[config.mk]
export PLATFORM = sky130hd
export DESIGN_NAME = vde_div
export DESIGN_NICKNAME = d
export VERILOG_FILES = /design/src/rtl/core/vde_pkg.sv /design/src/rtl/core/vde_div.sv
export SDC_FILE = /design/constraint.sdc
export NUM_CORES = 1
export LEC_CHECK = 0
export ABC_AREA = 1
export BUFFER_PORTS_ARGS = -buffer_cell sky130_fd_sc_hd__buf_2
export CAP_MARGIN = 20
export CORE_UTILIZATION = 50
export CTS_BUF_LIST = sky130_fd_sc_hd__clkbuf_16
export DETAILED_ROUTE_END_ITERATION = 12
export PLACE_DENSITY = 0.78
export SYNTH_ARGS = -nofsm -noshare
export SYNTH_HDL_FRONTEND = slang
export SYNTH_SLANG_ARGS = --single-unit
[constraint.sdc]
create_clock -name i_clk -period 4.78 [get_ports i_clk]
set_input_delay 0.956 -clock i_clk [delete_from_list [all_inputs] [get_ports i_clk]]
set_output_delay 0.956 -clock i_clk [all_outputs]
set_load 0.005 [all_outputs]
[src/rtl/core/vde_pkg.sv]
// shared types and constants for the int8 vector distance engine
package vde_pkg;

    // configuration register indexes
    localparam logic [1:0] REG_METRIC = 2'd0;
    localparam logic [1:0] REG_SIGNED = 2'd1;
    localparam logic [1:0] REG_LENGTH = 2'd2;

    // metric codes
    localparam logic [2:0] METRIC_EUCLID  = 3'd0;
    localparam logic [2:0] METRIC_SQ      = 3'd1;
    localparam logic [2:0] METRIC_COSINE  = 3'd2;
    localparam logic [2:0] METRIC_NEG_DOT = 3'd3;
    localparam logic [2:0] METRIC_L1      = 3'd4;

    localparam int DIM_MAX_DEF = 4096;
    localparam int CFG_W       = 13;
    localparam int ACC_P_W     = 30;
    localparam int ACC_N_W     = 29;
    localparam int DIST_W      = 45;

    // root unit: 64-bit radicand, two bits per step
    localparam int ROOT_IN_W  = 64;
    localparam int ROOT_OUT_W = 32;
    localparam int ROOT_REM_W = 34;

    // divider: quotient with 34 fraction bits
    localparam int DIV_NUM_W  = 59;
    localparam int DIV_DEN_W  = 58;
    localparam int DIV_FRAC_W = 34;

    localparam logic [DIST_W-1:0] ONE_Q16 = 45'd65536;

    // status of an iterative unit
    typedef struct packed {
        logic busy;
        logic done;
    } t_unit_stat;

    typedef enum logic [2:0] {
        ST_ACC,
        ST_FIN,
        ST_MUL_N,
        ST_MUL_D,
        ST_DIV,
        ST_ROOT,
        ST_DONE
    } t_state;

endpackage

[src/rtl/core/vde_div.sv]
// restoring divider: saturated quotient num/den with 34 fraction bits
module vde_div (
    input  logic                              i_clk,
    input  logic                              i_rst_n,
    input  logic                              i_start,
    input  logic [vde_pkg::DIV_NUM_W-1:0]     i_num,
    input  logic [vde_pkg::DIV_DEN_W-1:0]     i_den,
    output vde_pkg::t_unit_stat               o_stat,
    output logic [vde_pkg::DIV_FRAC_W-1:0]    o_q
);
    localparam int CW = $clog2(vde_pkg::DIV_FRAC_W);

    logic [vde_pkg::DIV_DEN_W-1:0]  r_den;
    logic [vde_pkg::DIV_DEN_W-1:0]  r_rem;
    logic [vde_pkg::DIV_FRAC_W-1:0] r_frac;
    logic                           r_sat;
    logic [CW-1:0]                  r_cnt;
    logic                           r_busy;
    logic                           r_done;

    logic [vde_pkg::DIV_DEN_W:0]    w_rem2;
    logic                           w_ge;
    logic                           w_sat;
    logic                           w_int;

    assign w_rem2 = {r_rem, 1'b0};
    assign w_ge   = (w_rem2 >= {1'b0, r_den});
    // quotient of 2 or more saturates, quotient of 1 also lands above range
    assign w_sat  = ({1'b0, i_num} >= {i_den, 1'b0});
    assign w_int  = (i_num >= {1'b0, i_den});

    // control
    always_ff @(posedge i_clk) begin
        if (!i_rst_n) begin
            r_busy <= 1'b0;
            r_done <= 1'b0;
            r_cnt  <= '0;
        end else begin
            r_done <= 1'b0;
            if (i_start) begin
                r_busy <= 1'b1;
                r_cnt  <= '0;
            end else if (r_busy) begin
                r_cnt <= r_cnt + 1'b1;
                if (r_cnt == CW'(vde_pkg::DIV_FRAC_W - 1)) begin
                    r_busy <= 1'b0;
                    r_done <= 1'b1;
                end
            end
        end
    end

    // datapath
    always_ff @(posedge i_clk) begin
        if (i_start) begin
            r_den  <= i_den;
            r_sat  <= w_sat | w_int;
            r_rem  <= vde_pkg::DIV_DEN_W'(w_int ? (i_num - {1'b0, i_den}) : i_num);
            r_frac <= '0;
        end else if (r_busy) begin
            if (w_ge) begin
                r_rem  <= vde_pkg::DIV_DEN_W'(w_rem2 - {1'b0, r_den});
                r_frac <= {r_frac[vde_pkg::DIV_FRAC_W-2:0], 1'b1};
            end else begin
                r_rem  <= vde_pkg::DIV_DEN_W'(w_rem2);
                r_frac <= {r_frac[vde_pkg::DIV_FRAC_W-2:0], 1'b0};
            end
        end
    end

    assign o_stat.busy = r_busy;
    assign o_stat.done = r_done;
    assign o_q         = r_sat ? '1 : r_frac;

endmodule

======== Word level (Yosys, flattened, before mapping) ========
Index checks and enable logic that the tools add are counted.
operators by class
  reductions and logical operators ........ 3
  eq/ne operators ......................... 1
  bitwise operators ....................... 3
  order comparisons ....................... 3
  muxes and demuxes ....................... 10
  add/sub/neg operators ................... 3
operators with widths
  kind                                          number
  two-way mux 58 bit                            4
  greater-or-equal comparator 59 x 58 -> 1 bit  2
  subtractor 58 bit                             2
  greater-or-equal comparator 59 bit            1
  two-way mux 34 bit                            1
  adder 6 x 1 -> 6 bit, second input constant   1
  == test 6 bit, second input constant          1
  two-way mux 1 bit                             5
  OR reduction 3 bit                            1
  NOT 1 bit                                     2
  nonzero test 2 bit                            1
  OR reduction 2 bit                            1
  bitwise OR 1 bit                              1
storage, ports and cells
  word-level logic and storage cells ...... 30
  bits in registers ....................... 159
  input port bits ......................... 120
  output and inout port bits .............. 36

======== Depth between registers and ports, before layout ========
  word-level depth ........................ 4
  mapped depth ............................ 20
  gate-level depth less buffers ........... 18

======== Worst setup path after synthesis ========
No wires, ideal clock.
  path kind ............................... input-to-reg
  from .................................... in i_start
  to ...................................... reg r_rem[0] (netlist bit), enable pin
  stages on the path ...................... 4
  slack ................................... 1.134 ns
  library setup time ...................... 0.445 ns
  data required time ...................... 4.335 ns
  arrival time ............................ 3.201 ns
  path buffers ............................ 2
  path through ............................ clkbuf_1 > inv_2 > nand2_1 > clkbuf_1
between the ends
  word-level cells in the longest chain between the ends .. 1
ends and longest elaborated chain
  item                                 line           source
  start: declaration                   vde_div.sv:5   input logic i_start,
  nonzero test 2 bit (no source line)  n/a
  end signal: assignment               vde_div.sv:58  r_rem <= vde_pkg::DIV_DEN_W'(w_int ? (i_num - {1'b0, i_den}) : i_num);
  end signal: assignment               vde_div.sv:62  r_rem <= vde_pkg::DIV_DEN_W'(w_rem2 - {1'b0, r_den});
  end signal: assignment               vde_div.sv:65  r_rem <= vde_pkg::DIV_DEN_W'(w_rem2);
  end: declaration                     vde_div.sv:14  logic [vde_pkg::DIV_DEN_W-1:0] r_rem;
No other way between the ends.
A chain may end at the register's enable or synchronous reset.

======== Worst setup path in the final report ========
  from .................................... reg r_den[35] (netlist bit)
  to ...................................... reg r_rem[35] (netlist bit), data pin
between the ends
  word-level cells in the longest chain between the ends .. 4
  elaborated cells between the ends (all ways) .. 5
  classes of those cells .................. 1 x add/sub; 1 x order compare; 3 x mux
ends and longest elaborated chain
  item                                                                               line                          source
  start: declaration                                                                 vde_div.sv:13                 logic [vde_pkg::DIV_DEN_W-1:0] r_den;
  start signal: assignment                                                           vde_div.sv:56                 r_den <= i_den;
  subtractor 58 bit or greater-or-equal comparator 59 x 58 -> 1 bit (tied branches)  vde_div.sv:62, vde_div.sv:27
  two-way mux 58 bit *                                                               vde_div.sv:61                 if (w_ge) begin
  two-way mux 58 bit *                                                               vde_div.sv:60                 end else if (r_busy) begin
  two-way mux 58 bit *                                                               vde_div.sv:55                 if (i_start) begin
Mark *: on every way between the ends. The rest lies on a longest branch, timed or not. The select of a mux whose other input is x is not followed.

==> results by group <==
Detailed routing
  • Via count: 21.3k
  • Drt wl/cell: 17.4 um
  • Iteration-0 DRC Markers: 2466
  • Post-route ant nets: 0
  • Routed Wire Length: 69900 um
  • Number of remaining DRC errors: 0
  • Drt pass-1 iters: 6
  • DR vias/cell: 5.31

Clock network
  • Clock latency on the worst-skew pair: 0.45 ns
  • Clock-pin slew on the worst setup and hold paths: 0.08 ns
  • Total clock buffers created by CTS: 17
  • Cts repair resizes: 0
  • Post-CTS setup buffer count: 0
  • CTS tree: built
  • CTS H-tree lvls: 4
  • Clock tree buffer depth: 2
  • Clock root buffer: clkbuf_16
  • Sink Count: 159
  • Hold buffers post-CTS: 0

Power
  • Power, Total: 7.48 mW
  • Power Dens Cells: 351 nW/um^2
  • Leakage Power: 12.4 nW
  • Clk pwr share: 18.4%
  • Pint: 3.81 mW
  • Psw: 3.67 mW
  • Comb pwr share: 56.3%
  • Sw Ratio: 49.0%
  • Worst vdd ir: 0.287 mV
  • Part of the power in registers: 25.3%

Timing
  • Worst Tran Pin Value: 0.933 ns
  • Final hold violations: 0
  • Setup TNS: 0 ns
  • Peak Freq: 0.261 GHz
  • Fin crit period: 3.83 ns
  • Slew Viols, Final: 0
  • Slew Limit Headroom: 37.8%
  • Final setup violating endpoints: 0
  • RSZ-0062 raised after global routing: false
  • Worst Clk Skew: 0.0123 ns
  • Tcrit/Tclk final: 80.1%

Placed design
  • Post-DP HPWL: 59000 um
  • RePlAce Congestion: 1.07
  • Post-placement cell area: 20700 sq um
  • PortBufs: 155

Hold path
  • Hold path cells: 2
  • Worst Hold Class: register to register

Synthesis
  • Synth Area per Inst: 5.82 sq um
  • Post-synth EDFFs: 117
  • Cell area after synthesis: 19500 sq um
  • Sequential element share of the synthesized area: 22.4%
  • Syn. warnings: 0
  • Yosys reg bits: 159
  • Synthesized Nets: 3646
  • Synth Instances: 3348
  • Post-synth cell types: 46
  • Ys flop type: edfxtp_1
  • Async SR Flop Fraction: 0%

Finish
  • Commonest non-fill, non-tap cell in the layout: nand2_1
  • Layout area overhead: 9.49%
  • Final net count: 3781
  • Design area: 21300 sq um
  • Layout cells sized above 1: 6.89%
  • Most frequent cells in the layout: 1217 x nand2_1, 757 x inv_1, 256 x nor2_1

GRT
  • Number of global-route vias before repair: 19.4k
  • Largest net degree at the start of global routing: 81
  • First-pass GRT wire length: 106000 um
  • Grt total ovfl: 0
  • GRT Total Usage: 35.3%
  • Initial antenna violation count: 7

Floorplan
  • Core Area: 38000 sq um
  • Width of the die: 199 um
  • Die ar.: 39700 sq um
  • Initial Util: 51.2%
  • Ports: 156
  • Die height: 199 um
  • Rows: 71

Critical path
  • Slowest CP cell: nand3_4
  • Critical path buffers and inverters: 3
  • CP Depth: 14
  • Crit path largest cell delay: 0.62 ns
  • Crit-path max FO: 46
  • Required @ worst endpoint: 4.98 ns
  • Critical Path Source Type: register
  • Most common cell on crit path: nand2_1
  • Delay-heaviest family, CP: simple AND/OR/NAND/NOR gates
  • Critical Path, Cell by Cell: inv_1, ha_1, nand2_1, nor2_1, inv_2, nor2_2, nand2_1, nor3_2, nand4_2, nand3_4, buf_12, nand3_1, nand2_1, nand2_1
  • Reg2reg path depth: 14
  • CP endpoint kind: register
  • Crit path DAT: 4.03 ns
  • Critical path type: register to register

Outcome
  • Status: complete, no violations

Run
  • MaxCap Viol Count: 0
power by group through the flow:
stage	Combinational [mW]	Clock [mW]	Sequential [mW]
finish	4.21	1.38	1.89
global route	4.66	1.42	1.90
CTS	4.09	1.38	1.88
detailed placement	4.05	0	1.91
global placement	4.03	0	1.91
floorplan	2.93	0	1.84
final timing paths:
check	end	slack, ns	startpoint
setup / recovery	r_rem[35]	0.95	r_den[35]
hold / removal	r_frac[33]	0.48	r_frac[33]
setup reg to reg	r_rem[35]	0.95	r_den[35]
hold reg to reg	r_frac[33]	0.48	r_frac[33]
area by class of cell:
cell class,instances,area (sq um)
clock inverter,15,163
sequential,159,4350
multi-input combinational,2364,11900
tap,511,639
timing repair buffer,169,896
antenna,7,17.5
clock buffer,17,425
fill,3998,16700
inverter,772,2900
registers in the layout, indices dropped and copies added, names as in the netlist:
name    count
r_busy      1
r_cnt       6
r_den      58
r_done      1
r_frac     34
r_rem      58
r_sat       1
through the flow:
step	std cells	setup slack (ns)	hold slack, ns	util [%]
floorplan	3348	1.13	0.443	-
global placement	3975	0.808	0.464	54.5
detailed placement	3975	0.827	0.465	54.5
CTS	4007	1.07	0.478	56.0
global route	4014	0.731	0.496	56.1
finish	4014	0.952	0.478	56.1
cell usage after synthesis, types with 15 or more instances:
cell / number / area share, %
o22ai_1: 33 / 1.1
inv_1: 757 / 15
a21oi_1: 129 / 3.3
nand3_1: 232 / 6.0
xor2_1: 24 / 1.1
o21ai_0: 47 / 1.2
nor2_1: 256 / 4.9
clkbuf_1: 23 / 0.44
nor3_1: 25 / 0.64
ha_1: 176 / 11
nand2_1: 1218 / 23
o21ai_1: 15 / 0.39
nand4_1: 78 / 2.5
edfxtp_1: 117 / 18
dfxtp_1: 42 / 4.3
nand3b_1: 19 / 0.73
xnor2_1: 36 / 1.6
cells by family (layout without fill, tap and decap cells):
kind of cell | Yosys count | count (layout) | share of synthesized area [%]
adder cells (fa/ha/maj) | 178 | 178 | 11.5
XOR/XNOR | 60 | 60 | 2.70
AO/OA/AOI/OAI | 253 | 253 | 7.09
AND/OR/NAND/NOR | 1873 | 1873 | 39.9
flip-flops | 159 | 159 | 22.4
buffers and inverters | 825 | 973 | 16.5
other | 0 | 7 | 0
worst min-delay path: cells and delay by family (launching register included):
family	cells	cell delay [ns]
buf+inv	1	0.06
compound gates	1	0.07
flops	1	0.30
layer usage:
metal | share of wire, % | track usage (%) | vias to the layer above
met1 | 44 | 50.3 | 9494
li1 | - | - | 10644
met4 | 4.9 | 16.1 | 0
met2 | 42 | 53.3 | 1012
met5 | 0 | 0 | -
met3 | 8.9 | 4.03 | 177
Power figures use the tool's default switching activity.
