File: src/rtl/core/vde_pkg.sv
// shared types and constants for the int8 vector distance engine
package vde_pkg;

    // configuration register indexes
    localparam logic [1:0] REG_METRIC = 2'd0;
    localparam logic [1:0] REG_SIGNED = 2'd1;
    localparam logic [1:0] REG_LENGTH = 2'd2;

    // metric codes
    localparam logic [2:0] METRIC_EUCLID  = 3'd0;
    localparam logic [2:0] METRIC_SQ      = 3'd1;
    localparam logic [2:0] METRIC_COSINE  = 3'd2;
    localparam logic [2:0] METRIC_NEG_DOT = 3'd3;
    localparam logic [2:0] METRIC_L1      = 3'd4;

    localparam int DIM_MAX_DEF = 4096;
    localparam int CFG_W       = 13;
    localparam int ACC_P_W     = 30;
    localparam int ACC_N_W     = 29;
    localparam int DIST_W      = 45;

    // root unit: 64-bit radicand, two bits per step
    localparam int ROOT_IN_W  = 64;
    localparam int ROOT_OUT_W = 32;
    localparam int ROOT_REM_W = 34;

    // divider: quotient with 34 fraction bits
    localparam int DIV_NUM_W  = 59;
    localparam int DIV_DEN_W  = 58;
    localparam int DIV_FRAC_W = 34;

    localparam logic [DIST_W-1:0] ONE_Q16 = 45'd65536;

    // status of an iterative unit
    typedef struct packed {
        logic busy;
        logic done;
    } t_unit_stat;

    typedef enum logic [2:0] {
        ST_ACC,
        ST_FIN,
        ST_MUL_N,
        ST_MUL_D,
        ST_DIV,
        ST_ROOT,
        ST_DONE
    } t_state;

endpackage

File: src/rtl/core/vde_root.sv
// iterative integer square root, two radicand bits per cycle
module vde_root (
    input  logic                              i_clk,
    input  logic                              i_rst_n,
    input  logic                              i_start,
    input  logic [vde_pkg::ROOT_IN_W-1:0]     i_n,
    output vde_pkg::t_unit_stat               o_stat,
    output logic [vde_pkg::ROOT_OUT_W-1:0]    o_root,
    output logic [vde_pkg::ROOT_REM_W-1:0]    o_rem
);
    localparam int CW = $clog2(vde_pkg::ROOT_OUT_W);

    logic [vde_pkg::ROOT_IN_W-1:0]  r_n;
    logic [vde_pkg::ROOT_OUT_W-1:0] r_root;
    logic [vde_pkg::ROOT_REM_W-1:0] r_rem;
    logic [CW-1:0]                  r_cnt;
    logic                           r_busy;
    logic                           r_done;

    logic [vde_pkg::ROOT_REM_W+1:0] w_cur;
    logic [vde_pkg::ROOT_REM_W+1:0] w_trial;
    logic                           w_ge;

    // one digit step
    assign w_cur   = {r_rem, r_n[vde_pkg::ROOT_IN_W-1 -: 2]};
    assign w_trial = {2'b00, r_root, 2'b01};
    assign w_ge    = (w_cur >= w_trial);

    // control
    always_ff @(posedge i_clk) begin
        if (!i_rst_n) begin
            r_busy <= 1'b0;
            r_done <= 1'b0;
            r_cnt  <= '0;
        end else begin
            r_done <= 1'b0;
            if (i_start) begin
                r_busy <= 1'b1;
                r_cnt  <= '0;
            end else if (r_busy) begin
                r_cnt <= r_cnt + 1'b1;
                if (r_cnt == CW'(vde_pkg::ROOT_OUT_W - 1)) begin
                    r_busy <= 1'b0;
                    r_done <= 1'b1;
                end
            end
        end
    end

    // datapath
    always_ff @(posedge i_clk) begin
        if (i_start) begin
            r_n    <= i_n;
            r_root <= '0;
            r_rem  <= '0;
        end else if (r_busy) begin
            r_n <= {r_n[vde_pkg::ROOT_IN_W-3:0], 2'b00};
            if (w_ge) begin
                r_rem  <= vde_pkg::ROOT_REM_W'(w_cur - w_trial);
                r_root <= {r_root[vde_pkg::ROOT_OUT_W-2:0], 1'b1};
            end else begin
                r_rem  <= vde_pkg::ROOT_REM_W'(w_cur);
                r_root <= {r_root[vde_pkg::ROOT_OUT_W-2:0], 1'b0};
            end
        end
    end

    assign o_stat.busy = r_busy;
    assign o_stat.done = r_done;
    assign o_root      = r_root;
    assign o_rem       = r_rem;

endmodule

File: config.mk
export PLATFORM = sky130hd
export DESIGN_NAME = vde_root
export DESIGN_NICKNAME = d
export VERILOG_FILES = /design/src/rtl/core/vde_pkg.sv /design/src/rtl/core/vde_root.sv
export SDC_FILE = /design/constraint.sdc
export NUM_CORES = 1
export LEC_CHECK = 0
export ABC_AREA = 1
export BUFFER_PORTS_ARGS = -buffer_cell sky130_fd_sc_hd__buf_4
export CAP_MARGIN = 30
export CORE_MARGIN = 1.5
export CORE_UTILIZATION = 40
export CTS_CLUSTER_SIZE = 30
export DETAILED_ROUTE_END_ITERATION = 6
export HOLD_SLACK_MARGIN = 0.1
export SYNTH_ARGS = -nofsm -noshare
export SYNTH_HDL_FRONTEND = slang
export SYNTH_SLANG_ARGS = --single-unit
File: constraint.sdc
create_clock -name i_clk -period 5.45 [get_ports i_clk]
set_input_delay 0.545 -clock i_clk [delete_from_list [all_inputs] [get_ports i_clk]]
set_output_delay 0.545 -clock i_clk [all_outputs]
set_load 0.01 [all_outputs]
; Word-level counts from Yosys, hierarchy flattened
; Index checks and enable logic that the tools add are counted.
[op_classes]
add_sub_neg = 2
n_lt_le_gt_ge = 1
n_eq_ne = 1
n_mux = 8
bitwise = 2
reduce_logical = 3
[ops]
columns = cell, n
row1 = 2-to-1 mux 64 bit, 2
row2 = >= comparator 36 x 34 -> 1 bit, 1
row3 = 2-to-1 mux 34 bit, 1
row4 = subtractor 34 bit, 1
row5 = "adder 5 x 1 -> 5 bit, second input constant", 1
row6 = "equality test 5 bit, second input constant", 1
row7 = 2-to-1 mux 1 bit, 5
row8 = OR reduction 3 bit, 1
row9 = inverter 1 bit, 2
row10 = nonzero test 2 bit, 1
row11 = OR reduction 2 bit, 1
[totals]
ff_bits = 137
input_bits = 67

; Depth between registers and ports, before layout
; Gate-level depths: netlist of run 1.
[depth]
depth_word = 4
depth_mapped = 18
depth_no_buf = 18

; Worst setup path before layout of run 1
; OpenSTA, ideal clock, no wires.
[synth_timing]
kind = input port to flip-flop
start = in i_start
end = reg r_n[0] (netlist bit), enable pin
arrival_time_ns = 2.640
required_time_ns = 4.996
setup_slack_ns = 2.357
path_stages = 3
path_buffers = 1
cell_sequence = nor2_1 > clkinv_1 > clkbuf_1
[synth_between]
elab_chain_len = 1
[synth_rtl]
columns = element, line_no
row1 = start: declaration, vde_root.sv:5  ; input logic i_start,
row2 = nonzero test 2 bit (no source line), --
row3 = end signal: assignment, vde_root.sv:53  ; r_n <= i_n;
row4 = end signal: assignment, vde_root.sv:57  ; r_n <= {r_n[vde_pkg::ROOT_IN_W-3:0], 2'b00};
row5 = end: declaration, vde_root.sv:13  ; logic [vde_pkg::ROOT_IN_W-1:0] r_n;
; No other way between the ends.
; A chain may end at the register's enable or synchronous reset.

; Worst setup path after layout of run 1
[layout_timing]
start = reg r_root (netlist bit o_root[16])
end = reg r_rem (netlist bit o_rem[0])
[layout_between]
elab_chain_len = 2
[layout_rtl]
columns = element, line_no
row1 = start: declaration, vde_root.sv:14  ; logic [vde_pkg::ROOT_OUT_W-1:0] r_root;
row2 = start signal: assignment, vde_root.sv:60  ; r_root <= {r_root[vde_pkg::ROOT_OUT_W-2:0], 1'b1};
row3 = start signal: assignment, vde_root.sv:63  ; r_root <= {r_root[vde_pkg::ROOT_OUT_W-2:0], 1'b0};
row4 = >= comparator 36 x 34 -> 1 bit, vde_root.sv:27  ; assign w_ge = (w_cur >= w_trial);
row5 = 2-to-1 mux 34 bit, vde_root.sv:58  ; if (w_ge) begin
row6 = end signal: assignment, vde_root.sv:59  ; r_rem <= vde_pkg::ROOT_REM_W'(w_cur - w_trial);
row7 = end signal: assignment, vde_root.sv:62  ; r_rem <= vde_pkg::ROOT_REM_W'(w_cur);
row8 = end: declaration, vde_root.sv:15  ; logic [vde_pkg::ROOT_REM_W-1:0] r_rem;
; No other way between the ends.

==> reports/qor.yml, run 1 <==
run_status:
  status: "complete, no violations"
floorplanning:
  die_x_um: 148.8
  initial_utilization_pct: 40.58
  io-pin-count: 135
  core_um2: 20960
  die_height_um: 148.8
  dieArea_um2: 22140
  rows: 53
cts:
  cts_max_path_buffers: 2
  cts-root-buf: "clkbuf_16"
  cts_sinks: 137
  cts_tree: "done"
  clk_pin_slew_ns: 0.07
  cts_setup_buffers: 0
  ctsResizeCount: 0
  htree_num_levels: 4
  numCtsBuffers: 17
  postCtsHoldBufs: 0
  clk_latency_ns: 0.44
placement:
  place_congestion: 0.8858
  dp_hpwl_um: 16700
  placed_area_um2: 9761
  place_inst: 1643
  io_buffer_count: 134
timing:
  relSlewSlack_pct: 43.72
  max_freq_mhz: 368.3
  max_slew.worst_pin.slew_ns: 0.8430
  rsz0062_at_grt: "false"
  finalMaxSlewViolations: 0
  final.setup_skew_ns: 0.01544
  finalSetupViolations: 0
  hold_viol_final: 0
  post-route-period-util_pct: 49.81
  tns_ns: 0
  final.min_clock_period_ns: 2.715
cells_and_area:
  fill_cells: 2255
  final_cells: 1675
  drive_gt1_share_pct: 14.93
  seq_area_um2: 3383
  syn_to_final_growth_pct: 21.55
  nets: 1490
  insertedDiodeCount: 0
  final_area_um2: 10340
  multi_input_comb_area_um2: 4121
global_routing:
  grt_max_degree: 73
  antenna_found_initial: 0
  grt_pass1_vias: 7505
  grt.overflow.total: 0
  grt_first_pass_wirelength_um: 36850
  grt_usage_pct: 21.02
setup_path:
  max_stage_delay_ns: 0.57
  end_kind: "flip-flop"
  cp_cell_sequence: "inv_1 > ha_1 > nand2_2 > nor2_2 > nand2_1 > nor2_2 > nand4_1 > nand4_2 > buf_4 > nand2_1 > o21ai_0 > a21oi_1"
  worstPathArrival_ns: 3.00
  crit_fanout: 56
  path_class: "flip-flop to flip-flop"
  cp_slowest_cell: "buf_4"
  r2r_slack_ns: 2.74
  crit_required_ns: 5.73
  startpoint_type: "flip-flop"
worst_hold_path:
  hold_class: "input pin to flip-flop"
drt:
  antenna_left: 0
  wl_um: 22280
  drt_iter0_drc: 409
  viasPerCell: 4.663
  num_vias: 7810
  dr.pass1.iters: 5
  drc: 0
  avgRoutedWirePerCell_um: 13.30
synth:
  ys_seq_area_share_pct: 39.78
  synth.distinct_cells: 37
  netlist_area_um2: 8504
  syn_avg_cell_area_um2: 6.707
  synth_fp_nets: 1371
  ys_ff_latch: 137
  synth_cells: 1268
  yosys_warnings: 0
pwr:
  pwr-share-comb_pct: 63.9
  seqPwrFrac_pct: 19.5
  power_density_nw_per_um2: 671.4
  p_leak_nw: 5.404
  peakVddDrop_v: 0.0007210
  p_sw_mw: 3.647
  netSwitchingFraction_pct: 52.55
  p_int_mw: 3.293
  p_clk_share_pct: 16.6
job:
  maxCapViolCount: 0
==> cells in the mapped netlist <==
cell	number	area share (%)
nand3_1	68	4.0
buf_4	2	0.18
nor2_1	92	4.1
nor2_4	2	0.26
clkinv_1	2	0.088
a31oi_1	2	0.15
a21oi_2	1	0.10
a21oi_1	27	1.6
or2_2	1	0.074
dfxtp_1	73	17
a211oi_1	2	0.18
nor2_2	5	0.37
nor3_4	1	0.19
and2_1	4	0.29
nand4_1	5	0.37
nor3_1	19	1.1
nand4_2	1	0.15
nand2_1	532	23
o21ai_1	3	0.18
o22ai_1	32	2.4
buf_1	4	0.18
inv_2	4	0.18
nand2_2	7	0.51
and3_1	2	0.15
o21bai_1	1	0.088
buf_6	5	0.66
nor3_2	11	1.3
ha_1	36	5.3
nor3b_1	1	0.088
nand3b_1	1	0.088
o21a_1	1	0.088
clkbuf_1	27	1.2
buf_2	4	0.24
inv_1	205	9.0
o21ai_0	5	0.29
xor2_1	16	1.6
edfxtp_1	64	23
==> layout by cell type (no fill, tap or decap), drive strengths merged, types with 16 or more instances in the layout <==
cell and n:
dfxtp 73, inv 218, o22ai 32, clkbuf 17, a21oi 28, buf 142
nand3 68, nor3 31, nand2 539, ha 36, nor2 99, edfxtp 64
xor2 16
==> power by group through the flow <==
stage	Sequential [mW]	Combinational (mW)	Clock, mW
finish	1.35	4.44	1.15
global route	1.37	5.09	1.22
CTS	1.35	4.43	1.17
detailed placement	1.38	4.40	0
global placement	1.38	4.39	0
floorplan	1.37	3.44	0
==> per-stage QoR <==
stage                     power (mW)  util, %  hold WS (ns)  setup WS, ns
after floorplan                4.809        -        0.4453         2.357
after global placement         5.767    46.22        0.4544         2.606
after detailed placement       5.775    46.58        0.4623         2.754
after CTS                      6.957    49.33        0.3438         2.732
after global routing           7.680    49.33        0.3634         2.477
final                          6.941    49.33        0.3516         2.735
==> worst max-delay path: cells and delay by family, from the launching register on <==
family                   cells  cell delay (ns)
AND/OR/NAND/NOR              7             0.94
AO/OA/AOI/OAI                2             0.24
adder cells (fa/ha/maj)      1             0.40
flip-flops                   1             0.33
buffers and inverters        2             0.64
==> worst paths after layout <==
| kind | from | end | cells after the start |
|---|---|---|---|
| min | i_rst_n | r_done | 3 |
| max reg2reg | o_root[16] | o_rem[0] | 12 |
| max | o_root[16] | o_rem[0] | 12 |
| min reg2reg | r_cnt[4] | r_cnt[4] | 2 |
==> state kept, by name (all words and copies together), names as in the netlist <==
name / flops
o_rem: 34
o_root: 32
r_busy: 1
r_cnt: 5
r_done: 1
r_n: 64
==> routing by layer <==
layer | vias up | wire, um | track usage (%)
met5 | - | 0 | 0
met4 | 0 | 306 | 5.891
met3 | 19 | 1062 | 4.373
met2 | 164 | 10300 | 34.56
met1 | 3471 | 10600 | 27.96
li1 | 4156 | - | -
==> final cells by class <==
class / instances / share of cell area [%]
clock buffer: 17 / 4.115
clock inverter: 15 / 1.465
inverter: 211 / 7.674
multi-input combinational: 878 / 39.87
sequential: 137 / 32.73
tap: 275 / 3.328
timing repair buffer: 142 / 10.82
==> logic make-up after synthesis <==
family	synth area share (%)
fa+ha+maj	5.296
flops	39.78
compound gates	5.017
xor+xnor	1.648
buf+inv	11.76
simple gates	36.50
Note: power is estimated with default switching activity, not from simulation.
==> run 2: changes to the inputs <==
Clock period 5.45 ns to 2.4 ns, I/O delays scaled along.
==> reports/qor.yml, run 2 (synthesized netlist as in run 1, its figures left out) <==
floorplanning:
  core_um2: 20960  # unchanged
  initial_utilization_pct: 40.58  # unchanged
  die_x_um: 148.8  # unchanged
  io-pin-count: 135  # unchanged
  die_height_um: 148.8  # unchanged
  rows: 53  # unchanged
  dieArea_um2: 22140  # unchanged
global_routing:
  grt.overflow.total: 0  # unchanged
  grt_max_degree: 81  # was 73
  use_met2_pct: 38.81  # was 34.56%
  grt_first_pass_wirelength_um: 39370  # was 36850 um
  antenna_found_initial: 0  # unchanged
  grt_pass1_vias: 7996  # was 7505
  grtUsageMet3_pct: 5.229  # was 4.373%
  busiest_layer: "met2"  # unchanged
  grt_usage_pct: 22.58  # was 21.02%
  grt_use_met1_pct: 28.43  # was 27.96%
cells_and_area:
  syn_to_final_growth_pct: 39.08  # was 21.55%
  final_cells: 1781  # was 1675
  final_common_cell: "nand2_1"  # unchanged
  insertedDiodeCount: 0  # unchanged
  drive_gt1_share_pct: 20.39  # was 14.93%
  nets: 1596  # was 1490
  layout_common_cells: "519 x nand2_1, 199 x inv_1, 170 x buf_4"  # was 532 x nand2_1, 204 x inv_1, 139 x buf_4
  largest-register: "r_n"  # unchanged
  largest_reg_flops: 64  # unchanged
drt:
  drt_iter0_drc: 434  # was 409
  dr.pass1.iters: 5  # unchanged
  viasPerCell: 4.773  # was 4.663
  drc: 0  # unchanged
  avgRoutedWirePerCell_um: 14.37  # was 13.30 um
  num_vias: 8501  # was 7810
  wl_um: 25590  # was 22280 um
  antenna_left: 0  # unchanged
setup_path:
  timing.critical_path.from: "o_root[20]"  # was o_root[16]
  reg2regPathDepth: 16  # was 12
  path_class: "flip-flop to flip-flop"  # unchanged
  crit_fanout: 8  # was 56
  r2r_slack_ns: 0.10  # was 2.74 ns
  cp-endpoint: "o_rem[17]"  # was o_rem[0]
  worstPathArrival_ns: 2.59  # was 3.00 ns
  crit_required_ns: 2.69  # was 5.73 ns
  r2r_end: "o_rem[17]"  # was o_rem[0]
  end_kind: "flip-flop"  # unchanged
  reg2reg_from: "o_root[20]"  # was o_root[16]
  startpoint_type: "flip-flop"  # unchanged
cts:
  clk_latency_ns: 0.43  # was 0.44 ns
  cts_max_path_buffers: 2  # unchanged
  htree_num_levels: 4  # unchanged
  cts_tree: "done"  # unchanged
  cts_sinks: 137  # unchanged
  cts-root-buf: "clkbuf_16"  # unchanged
  numCtsBuffers: 17  # unchanged
  clk_pin_slew_ns: 0.07  # about the same
placement:
  place_congestion: 0.8802  # was 0.8858
  place_inst: 1675  # was 1643
  io_buffer_count: 134  # unchanged
  dp_hpwl_um: 17880  # was 16700 um
timing:
  max_freq_mhz: 434.8  # was 368.3 MHz
  relSlewSlack_pct: 58.97  # was 43.72%
  finalSetupViolations: 0  # unchanged
  finalMaxSlewViolations: 0  # unchanged
  post-route-period-util_pct: 95.82  # was 49.81%
  hold_viol_final: 0  # unchanged
  final.min_clock_period_ns: 2.300  # was 2.715 ns
  max_slew.worst_pin.slew_ns: 0.6148  # was 0.8430 ns
  final.setup_skew_ns: 0.009266  # was 0.01544 ns
pwr:
  p_sw_mw: 9.676  # was 3.647 mW
  p_clk_share_pct: 14.0  # was 16.6%
  p_int_mw: 9.672  # was 3.293 mW
  power_density_nw_per_um2: 1636  # was 671.4 nW/um2
  pwr-share-comb_pct: 70.0  # was 63.9%
  netSwitchingFraction_pct: 50.01  # was 52.55%
  seqPwrFrac_pct: 16.0  # was 19.5%
  peakVddDrop_v: 0.001499  # was 0.0007210 V
  p_leak_nw: 5.963  # was 5.404 nW
  p_total_mw: 19.35  # was 6.941 mW
worst_hold_path:
  hold_class: "input pin to flip-flop"  # unchanged
  hold_path_depth: 3  # unchanged
run_status:
  status: "complete, no violations"  # unchanged
job:
  maxCapViolCount: 0  # unchanged
run 2: cell count changes in the layout (fill, tap and decap cells not counted), sizes merged:
cell / before / now
inv: 218 / 219
buf: 142 / 179
dlygate4sd3: 0 / 65
clkinvlp: 1 / 2
clkbuf: 17 / 21
clkinv: 7 / 4
bufinv: 0 / 1
run 2: how the worst min path moves through the flow:
stage	startpoint	to	slack (ns)
global placement	r_cnt[4]	r_cnt[4]	0.45
global route	i_start	r_n[60]	0.32
detailed placement	r_cnt[4]	r_cnt[4]	0.46
CTS	i_start	r_n[56]	0.30
floorplan	i_rst_n	r_done	0.36
finish	i_start	r_n[56]	0.31
run 2: critical path: stages (launching register included):
cell     delay (ns)
dfxtp_1        0.33
inv_1          0.10
ha_4           0.28
nand2_2        0.10
inv_1          0.05
nand2_1        0.06
nand2_1        0.10
nand2_1        0.09
nand2_2        0.07
a21oi_2        0.20
nand4_4        0.15
buf_12         0.19
buf_12         0.14
nand3_1        0.07
nand2_1        0.06
nor2_1         0.11
nor2_1         0.05
run 2: metrics by stage:
stage / setup TNS, ns / worst slack, ns / utilization (%) / cell area [um2] / hold slack (ns)
finish: 0 / 0.1003 / 56.44 / 11830 / 0.3115
detailed placement: 0 / 0.09760 / 47.77 / 10010 / 0.4647
floorplan: 0 / 0.3381 / - / 8506 / 0.3592
global route: -0.4823 / -0.06320 / 56.44 / 11830 / 0.3198
CTS: 0 / 0.07412 / 53.74 / 11260 / 0.3029
global placement: 0 / 0.09244 / 47.68 / 9991 / 0.4549
run 2: power by group through the flow:
stage | clock network [mW] | logic [mW] | registers, mW
2_1_floorplan | 0 | 7.80 | 3.11
3_3_place_gp | 0 | 11.0 | 3.08
3_5_place_dp | 0 | 11.0 | 3.08
4_1_cts | 2.77 | 11.2 | 3.04
5_1_grt | 2.87 | 15.0 | 3.12
6_report | 2.72 | 13.5 | 3.09
run 2: repair_timing:
item                                   CTS  global route
gates resized for setup                  0            71
hold buffers                            65             0
setup buffers                            0             3
endpoints found under the hold margin   66             0
setup endpoints to repair                0            33
run 2: metal layers:
layer | vias up | share of wire [%] | wire length [um]
li1 | 4380 | - | -
met1 | 3904 | 45 | 11550
met2 | 186 | 49 | 12450
met3 | 31 | 4.3 | 1097
met4 | 0 | 1.9 | 491
met5 | - | 0 | 0
run 2: cell type report:
type                       instances  area [um2]
clock buffer                      17       425.4
timing repair buffer             248        2181
fill                            2027        9128
clock inverter                    15       175.2
tap                              275       344.1
multi-input combinational        878        4519
inverter                         211       793.3
sequential                       137        3390
==> run 3: changes to the inputs <==
Settings changed: CORE_UTILIZATION 40 to 50, PLACE_DENSITY set to 0.75.
==> reports/qor.yml, run 3 (synthesized netlist as in run 1, its figures left out) <==
floorplanning:
  core_um2: 16580  # was 20960 um2
  dieArea_um2: 17800  # was 22140 um2
  io-pin-count: 135  # unchanged
  rows: 47  # was 53
  die_x_um: 133.4  # was 148.8 um
  initial_utilization_pct: 51.28  # was 40.58%
  die_height_um: 133.4  # was 148.8 um
timing:
  worst_slack_ns: 0.08849  # was 0.1003 ns
  final.setup_skew_ns: 0.008852  # was 0.009266 ns
  final.min_clock_period_ns: 2.312  # was 2.300 ns
  relSlewSlack_pct: 59.66  # was 58.97%
  finalMaxSlewViolations: 0  # unchanged
  max_slew.worst_pin.slew_ns: 0.6051  # was 0.6148 ns
  post-route-period-util_pct: 96.31  # was 95.82%
  finalSetupViolations: 0  # unchanged
  rsz0062_at_grt: "true"
  hold_viol_final: 0  # unchanged
  max_freq_mhz: 432.6  # was 434.8 MHz
setup_path:
  cp_slowest_cell: "ha_1"  # was dfxtp_1
  reg2reg_from: "o_root[10]"  # was o_root[20]
  max_stage_delay_ns: 0.35  # was 0.33 ns
  timing.critical_path.from: "o_root[10]"  # was o_root[20]
  end_kind: "flip-flop"  # unchanged
  path_common_cell: "o21ai_1"  # was nand2_1
  cp_cell_sequence: "inv_1 > ha_1 > nand2_2 > nor2_4 > nand2_1 > nor2_1 > nand3_1 > nand4_4 > buf_12 > clkbuf_16 > a21oi_1 > o21ai_1 > o21ai_1"  # was inv_1 > ha_4 > nand2_2 > inv_1 > nand2_1 > nand2_1 > nand2_1 > nand2_2 > a21oi_2 > nand4_4 > buf_12 > buf_12 > nand3_1 > nand2_1 > nor2_1 > nor2_1
  worstPathArrival_ns: 2.62  # was 2.59 ns
  reg2regPathDepth: 13  # was 16
  cp-endpoint: "o_rem[2]"  # was o_rem[17]
  startpoint_type: "flip-flop"  # unchanged
  crit_required_ns: 2.71  # was 2.69 ns
  crit_fanout: 7  # was 8
  r2r_end: "o_rem[2]"  # was o_rem[17]
  r2r_slack_ns: 0.09  # was 0.10 ns
  path_class: "flip-flop to flip-flop"  # unchanged
pwr:
  p_clk_share_pct: 16.2  # was 14.0%
  pwr-share-comb_pct: 67.4  # was 70.0%
  p_leak_nw: 5.886  # was 5.963 nW
  seqPwrFrac_pct: 16.4  # was 16.0%
  power_density_nw_per_um2: 1645  # was 1636 nW/um2
  peakVddDrop_v: 0.001262  # was 0.001499 V
  netSwitchingFraction_pct: 48.94  # was 50.01%
  p_total_mw: 19.11  # was 19.35 mW
  p_sw_mw: 9.352  # was 9.676 mW
  p_int_mw: 9.756  # was 9.672 mW
drt:
  viasPerCell: 5.055  # was 4.773
  avgRoutedWirePerCell_um: 15.11  # was 14.37 um
  antenna_left: 0  # unchanged
  dr.pass1.iters: 5  # unchanged
  wl_um: 25720  # was 25590 um
  drc: 0  # unchanged
  drt_iter0_drc: 444  # was 434
  num_vias: 8604  # was 8501
run_status:
  status: "complete, no violations"  # unchanged
placement:
  dp_hpwl_um: 16320  # was 17880 um
  io_buffer_count: 134  # unchanged
  place_ws_ns: 0.1046  # was 0.09760 ns
  place_congestion: 0.9398  # was 0.8802
cells_and_area:
  largest_reg_flops: 64  # unchanged
  nets: 1572  # was 1596
  drive_gt1_share_pct: 19.10  # was 20.39%
  largest-register: "r_n"  # unchanged
  multi_input_comb_area_um2: 4477  # was 4519 um2
  fill_cells: 1341  # was 2027
  insertedDiodeCount: 0  # unchanged
  layout_common_cells: "521 x nand2_1, 196 x inv_1, 150 x buf_4"  # was 519 x nand2_1, 199 x inv_1, 170 x buf_4
  final_common_cell: "nand2_1"  # unchanged
  syn_to_final_growth_pct: 36.60  # was 39.08%
  seq_area_um2: 3393  # was 3390 um2
global_routing:
  grt_max_degree: 81  # unchanged
  antenna_found_initial: 0  # unchanged
  grt_first_pass_wirelength_um: 39320  # was 39370 um
  grt_usage_pct: 27.79  # was 22.58%
  grt_pass1_vias: 8311  # was 7996
  grt.overflow.total: 0  # unchanged
cts:
  cts_sinks: 137  # unchanged
  htree_num_levels: 4  # unchanged
  clk_latency_ns: 0.43  # about the same
  clk_pin_slew_ns: 0.06  # was 0.07 ns
  cts-root-buf: "clkbuf_16"  # unchanged
  numCtsBuffers: 17  # unchanged
  cts_tree: "done"  # unchanged
  cts_max_path_buffers: 2  # unchanged
worst_hold_path:
  hold_class: "input pin to flip-flop"  # unchanged
job:
  maxCapViolCount: 0  # unchanged
-- run 3: power groups by stage --
| stage | Combinational, mW | Clock [mW] | Sequential [mW] |
|---|---|---|---|
| 5_1_grt | 14.2 | 3.21 | 3.16 |
| 3_3_place_gp | 10.5 | 0 | 3.10 |
| 2_1_floorplan | 7.80 | 0 | 3.11 |
| 4_1_cts | 10.7 | 3.13 | 3.06 |
| 3_5_place_dp | 10.5 | 0 | 3.11 |
| 6_report | 12.9 | 3.10 | 3.12 |
-- run 3: worst max-delay path: cells and delay by family (launching register included) --
family,cells,cell delay (ns)
buffers and inverters,3,0.39
AND/OR/NAND/NOR,6,0.83
AO/OA/AOI/OAI,3,0.27
flip-flops,1,0.33
adder cells (fa/ha/maj),1,0.35
-- run 3: worst min-delay path by stage --
stage	slack (ns)	start	end	depth (start not counted)
2_1_floorplan	0.36	i_rst_n	r_done	2
3_3_place_gp	0.46	r_cnt[4]	r_cnt[4]	2
3_5_place_dp	0.47	r_cnt[4]	r_cnt[4]	2
4_1_cts	0.10	i_n[62]	r_n[62]	3
5_1_grt	0.11	i_n[63]	r_n[63]	3
6_report	0.10	i_n[62]	r_n[62]	3
-- run 3: cell type report --
cell class | instances | area share (%)
clock buffer | 17 | 3.662
clock inverter | 15 | 2.240
inverter | 211 | 6.828
multi-input combinational | 878 | 38.54
sequential | 137 | 29.21
tap | 220 | 2.369
timing repair buffer | 224 | 17.16
-- run 3: what timing repair did --
action | 4_1_cts | 5_1_grt
hold endpoints to repair | 63 | 0
hold buffers | 62 | 0
setup buffers | 0 | 1
gates resized for setup | 0 | 66
setup endpoints to repair | 0 | 35
-- run 3: metrics by stage --
stage	setup TNS [ns]	util, %	hold WS [ns]	instances	instance area [um2]
detailed placement	0	59.14	0.4687	1602	9807
global placement	0	59.02	0.4557	1601	9787
floorplan	0	-	0.3592	1268	8506
CTS	0	67.01	0.1009	1696	11110
global route	-0.3380	70.05	0.1135	1702	11620
finish	0	70.05	0.1014	1702	11620
-- run 3: metal layers --
metal | wire length, um | global-route usage [%] | vias up
li1 | - | - | 4333
met1 | 10740 | 33.43 | 3949
met2 | 12890 | 48.70 | 267
met3 | 1438 | 5.556 | 55
met4 | 654 | 11.17 | 0
met5 | 0 | 0 | -
